## config.mk

```make
export PLATFORM = sky130hd
export DESIGN_NAME = clhe_bin_map
export DESIGN_NICKNAME = d
export VERILOG_FILES = /design/src/sv/clhe_pkg.sv /design/src/sv/clhe_bin_map.sv
export SDC_FILE = /design/constraint.sdc
export NUM_CORES = 1
export LEC_CHECK = 0
export ABC_AREA = 1
export BUFFER_PORTS_ARGS = -buffer_cell sky130_fd_sc_hd__buf_2
export CAP_MARGIN = 20
export CORE_ASPECT_RATIO = 0.6
export CORE_MARGIN = 10
export CORE_UTILIZATION = 39
export DETAILED_ROUTE_END_ITERATION = 6
export GPL_TIMING_DRIVEN = 0
export PLACE_DENSITY = 0.7
export SYNTH_ARGS = -nofsm -noshare
export SYNTH_HDL_FRONTEND = slang
export SYNTH_SLANG_ARGS = --single-unit
export TNS_END_PERCENT = 5
```

## constraint.sdc

```tcl
create_clock -name vclk -period 9.4
set_input_delay 1.41 -clock vclk [all_inputs]
set_output_delay 1.41 -clock vclk [all_outputs]
set_load 0.005 [all_outputs]
```

## src/sv/clhe_pkg.sv

```systemverilog
// clamped histogram engine: shared types and constants
// item operation codes, bin store entry layout, result layout, control states
// no dependencies
package clhe_pkg;

  // fixed field widths
  localparam int unsigned PIX_W   = 16;
  localparam int unsigned SEL_W   = 8;
  localparam int unsigned COUNT_W = 32;
  localparam int unsigned NUM_W   = 8;
  // width of the image generation tag kept with every bin
  localparam int unsigned EPOCH_W = 8;

  // register indexes of the configuration port
  localparam logic CFG_MIN_VALUE = 1'b0;
  localparam logic CFG_MAX_VALUE = 1'b1;

  // item operations
  typedef enum logic [1:0] {
    OP_CLEAR = 2'd0,
    OP_COUNT = 2'd1,
    OP_READ  = 2'd2,
    OP_NONE  = 2'd3
  } op_e;

  // control states
  typedef enum logic {
    ST_SWEEP,
    ST_RUN
  } state_e;

  // one bin of the store: generation tag and saturating count
  typedef struct packed {
    logic [EPOCH_W-1:0] epoch;
    logic [COUNT_W-1:0] count;
  } entry_t;

  // one result item, count in the low bits
  typedef struct packed {
    logic [NUM_W-1:0]   number;
    logic [COUNT_W-1:0] count;
  } result_t;

endpackage

```

## src/sv/clhe_bin_map.sv

```systemverilog
// clamped histogram engine: pixel and bin number to bin index
// clamps the pixel into min..max, offsets by min and saturates to the last bin
// depends on clhe_pkg
module clhe_bin_map #(
  parameter int unsigned BINS  = 256,
  parameter int unsigned BIN_W = 8
) (
  input  logic                        is_read_i,
  input  logic signed [clhe_pkg::PIX_W-1:0] pixel_i,
  input  logic [clhe_pkg::SEL_W-1:0]  bin_select_i,
  input  logic signed [clhe_pkg::PIX_W-1:0] min_value_i,
  input  logic signed [clhe_pkg::PIX_W-1:0] max_value_i,
  output logic [BIN_W-1:0]            idx_o
);
  import clhe_pkg::*;

  localparam logic [PIX_W:0] LAST = (PIX_W+1)'(BINS - 1);

  logic signed [PIX_W-1:0] upper;
  logic signed [PIX_W-1:0] clamped;
  logic signed [PIX_W:0]   diff;
  logic [PIX_W:0]          pix_off;
  logic [PIX_W:0]          sel_ext;
  logic [PIX_W:0]          raw;
  logic [PIX_W:0]          sat;

  // upper clamp first, then lower clamp so min always wins
  always_comb begin
    upper   = (pixel_i > max_value_i) ? max_value_i : pixel_i;
    clamped = (upper < min_value_i) ? min_value_i : upper;
    diff    = {clamped[PIX_W-1], clamped} - {min_value_i[PIX_W-1], min_value_i};
    pix_off = {1'b0, diff[PIX_W-1:0]};
    sel_ext = (PIX_W+1)'(bin_select_i);
    raw     = is_read_i ? sel_ext : pix_off;
    sat     = (raw > LAST) ? LAST : raw;
    idx_o   = sat[BIN_W-1:0];
  end

endmodule

```

Word-level counts from Yosys, hierarchy flattened
Cells that the tools add are included.
Widths: inputs -> output; s select.
- mux-type cells: 4
- add/sub/neg operators: 1
- $lt $le $gt $ge: 3
- operators with widths (cell ; number):
    $mux 16 ; 3
    $gt 16x16->1 ; 1
    $gt 16x8->1 const B ; 1
    $lt 16x16->1 ; 1
    $sub 16x16->16 ; 1
    $mux 8 ; 1
- register bits: 0
- output and inout port bits: 8
- word-level logic and storage cells: 8

Longest topological paths before layout
- word-level depth: 8
- depth in mapped cells: 49

Least setup slack after synthesis
No wires, ideal clock.
- path type: input -> output
- start: in max_value_i[15] (netlist name)
- end: out idx_o[0]
- setup slack: 1.375 ns
- arrival: 6.615 ns
- required time: 7.990 ns
- stages on the path: 36
- cells stage by stage: inv_1 -> ha_1 -> a21oi_1 -> o21ai_0 -> a21oi_1 -> nand3_1 -> nand3_2 -> clkbuf_1 -> clkbuf_1 -> nand2_1 -> o21ai_0 -> ha_1 -> a21oi_1 -> nand3b_1 -> a21oi_1 -> a2111oi_0 -> nand3_1 -> and2_4 -> buf_6 -> o21ai_1 -> ha_1 -> inv_1 -> fa_1 -> nand3_1 -> nand2_1 -> a21oi_1 -> o21ai_0 -> a21o_1 -> xor2_1 -> nand2_1 -> a21oi_1 -> nand3_1 -> nor3_4 -> nand3_1 -> nand2_1 -> inv_1
- longest elaborated chain between the ends: 8
- ends and longest elaborated chain (element ; line ; RTL):
    start: declaration ; clhe_bin_map.sv:12 ; input logic signed [clhe_pkg::PIX_W-1:0] max_value_i,
    $gt 16x16->1 ; clhe_bin_map.sv:29 ; upper = (pixel_i > max_value_i) ? max_value_i : pixel_i;
    $mux 16 (*) ; clhe_bin_map.sv:29 ;
    $lt 16x16->1 ; clhe_bin_map.sv:30 ; clamped = (upper < min_value_i) ? min_value_i : upper;
    $mux 16 (*) ; clhe_bin_map.sv:30 ;
    $sub 16x16->16 (*) ; clhe_bin_map.sv:31 ; diff = {clamped[PIX_W-1], clamped} - {min_value_i[PIX_W-1], min_value_i};
    $mux 16 (*) ; clhe_bin_map.sv:34 ; raw = is_read_i ? sel_ext : pix_off;
    $gt 16x8->1 ; clhe_bin_map.sv:35 ; sat = (raw > LAST) ? LAST : raw;
    $mux 8 (*) ; clhe_bin_map.sv:35 ;
    end: declaration ; clhe_bin_map.sv:13 ; output logic [BIN_W-1:0] idx_o
Every way passes the cells marked *; elsewhere a longest branch is shown, timed or not.

Worst setup path after layout
- start: in pixel_i[15] (netlist name)
- end: out idx_o[0]
- longest elaborated chain between the ends: 8
- ends and longest elaborated chain (element ; line ; RTL):
    start: declaration ; clhe_bin_map.sv:9 ; input logic signed [clhe_pkg::PIX_W-1:0] pixel_i,
    $gt 16x16->1 ; clhe_bin_map.sv:29 ;
    $mux 16 (*) ; clhe_bin_map.sv:29 ;
    $lt 16x16->1 ; clhe_bin_map.sv:30 ;
    $mux 16 (*) ; clhe_bin_map.sv:30 ;
    $sub 16x16->16 (*) ; clhe_bin_map.sv:31 ;
    $mux 16 (*) ; clhe_bin_map.sv:34 ;
    $gt 16x8->1 ; clhe_bin_map.sv:35 ;
    $mux 8 (*) ; clhe_bin_map.sv:35 ;
Marked as above.

==> results by group <==
Run status
  – Status: completed

Route
  – Vias: 2402
  – Residual DRC: 0
  – Routed len/inst: 11.8 um
  – First-pass DRT Iterations: 4
  – Final WL: 5810 um
  – Avg Vias per Cell: 4.89
  – DR iter-0 viols: 78
  – Remaining antenna violation count after routing: 0

Critical path
  – Max incr delay on CP: 0.43 ns
  – Class of the most critical setup path: in -> out
  – Crit path max fanout: 10
  – Worst Path Arrival: 7.41 ns
  – CP required: 7.99 ns
  – Critical path startpoint category: input port
  – Crit-path slowest cell: a2111oi_2
  – Critical Path Sink Type: output port
  – Most frequent CP cell: nand2_1

Global routing
  – Vias in the first global route: 2356
  – Pin count of the biggest net entering global routing: 11
  – GRT Total Usage: 12.7%
  – Initial antenna violation count: 0
  – First-pass GRT wire length: 10100 um
  – Grt ovf: 0

Power
  – Sw frac: 58.6%
  – Sw power: 0.000211 W
  – VDD IR max: 0.0787 mV
  – Clock share of power: 0%
  – P_int: 0.000149 W
  – Leak: 1.53 nW
  – Power density over the cells: 139 mW/mm^2
  – Combinational share of power: 100.0%
  – Sequential power share: 0%

Place
  – Detailed-placement wirelength estimate: 5250 um
  – # port buffers: 64
  – Area post-placement: 0.00251 mm^2
  – GPL Wtd Cong: 0.832

Die
  – Die Y: 77.0 um
  – Starting Density: 40.9%
  – Die extent in x: 115 um
  – IO Count: 65
  – DIE AREA: 0.00884 mm^2
  – Total core area: 0.00515 mm^2
  – Num rows: 20

Logic synthesis
  – Syn_area_per_cell: 5.89 um^2
  – Net Count, Synth: 462
  – Register area share after synthesis: 0%
  – Synth cell types: 30
  – Synth warn: 0
  – Mapped cell area: 0.00211 mm^2
  – Syn Inst Count: 358

Cells and area
  – Layout cells sized above 1: 25.9%
  – Fin nets: 531
  – Commonest non-fill, non-tap cell in the layout: nand2_1
  – Final Instance Area: 0.00258 mm^2
  – Register Area: 0 um^2
  – Inserted Diodes: 0
  – Commonest cells after routing, fill and taps aside: 94 x nand2_1, 68 x inv_1, 64 x buf_2, 46 x ha_1, 30 x a21oi_1
  – Number of clock buffers in the layout: 0
  – Sequential cell count: 0
  – Synth-to-layout area growth: 22.5%

Timing
  – Endpoints failing setup: 0
  – FMAX: 113 MHz
  – Slew at the pin closest to its max-slew limit: 0.399 ns
  – Fin Hold WS: 3.14 ns
  – Slew Limit Fails: 0
  – Final Critical Period: 8.82 ns
  – Final hold vios: 0
  – Worst slew margin: 73.4%
  – Fin crit share: 93.8%

Job
  – Max_cap viols: 0

Min path
  – Class of the worst hold path: in -> out

Clocking
  – Hold_buf cts: 0
power by group through the flow:
stage / registers (W) / clock network [W] / logic, W
6_report: 0 / 0 / 0.000360
5_1_grt: 0 / 0 / 0.000417
4_1_cts: 0 / 0 / 0.000347
3_5_place_dp: 0 / 0 / 0.000346
3_3_place_gp: 0 / 0 / 0.000336
2_1_floorplan: 0 / 0 / 0.000274
worst max-delay path, delay by kind of cell:
family	cells	cell delay [ns]
AND/OR/NAND/NOR	17	1.81
adder cells (fa/ha/maj)	4	1.23
buffers and inverters	8	0.96
AO/OA/AOI/OAI	12	1.94
what timing repair did:
item | in CTS | in global routing
pin swaps | 0 | 5
endpoints found under the setup margin | 8 | 8
resized for setup | 2 | 15
buffers inserted | 0 | 3
layout make-up:
type	instances	area (um^2)
buffer	8	61.3
fill	557	2570
inverter	68	255
multi-input combinational	282	1830
tap	66	82.6
timing repair buffer	67	355
cell families (layout without fill, tap and decap cells):
group / Yosys count / in the layout / synth area share, %
AO/OA/AOI/OAI: 78 / 78 / 23.1
XOR/XNOR: 6 / 6 / 2.49
adder cells (fa/ha/maj): 47 / 47 / 28.2
buffers and inverters: 76 / 143 / 14.6
AND/OR/NAND/NOR: 151 / 151 / 31.6
metal layers:
| metal | GRT usage, % | part of all wire (%) | up-vias |
|---|---|---|---|
| li1 | - | - | 1308 |
| met5 | 0 | 0 | - |
| met4 | 0.246 | 0 | 0 |
| met2 | 20.0 | 42 | 52 |
| met1 | 18.1 | 51 | 1042 |
| met3 | 2.25 | 6.5 | 0 |
Yosys cell counts (all sizes together), types with 3 or more instances:
cell	n	area [um^2]
nand2	98	375
inv	68	255
ha	46	576
o21ai	36	244
a21oi	33	169
nand3	21	110
nor2	14	52.6
nand4	6	37.5
or2	6	37.5
clkbuf	5	18.8
nor3	4	36.3
xor2	4	35.0
a21o	3	22.5
buf	3	33.8
final timing paths:
path	cells after the start	slack (ns)	to	from
max	41	0.58	idx_o[0]	pixel_i[15]
min	6	3.14	idx_o[5]	bin_select_i[5]
stage by stage:
stage / worst slack (ns) / utilization [%] / TNS (ns) / total power, W / std cells
floorplan: 1.37 / - / 0 / 0.000274 / 358
global placement: 0.0318 / 48.7 / 0 / 0.000336 / 488
detailed placement: -0.0365 / 48.7 / -0.239 / 0.000346 / 488
CTS: 0.0588 / 48.8 / 0 / 0.000347 / 488
global route: -0.0881 / 50.1 / -0.502 / 0.000417 / 491
finish: 0.581 / 50.1 / 0 / 0.000360 / 491
No activity file was read; power rests on OpenSTA's default activity.
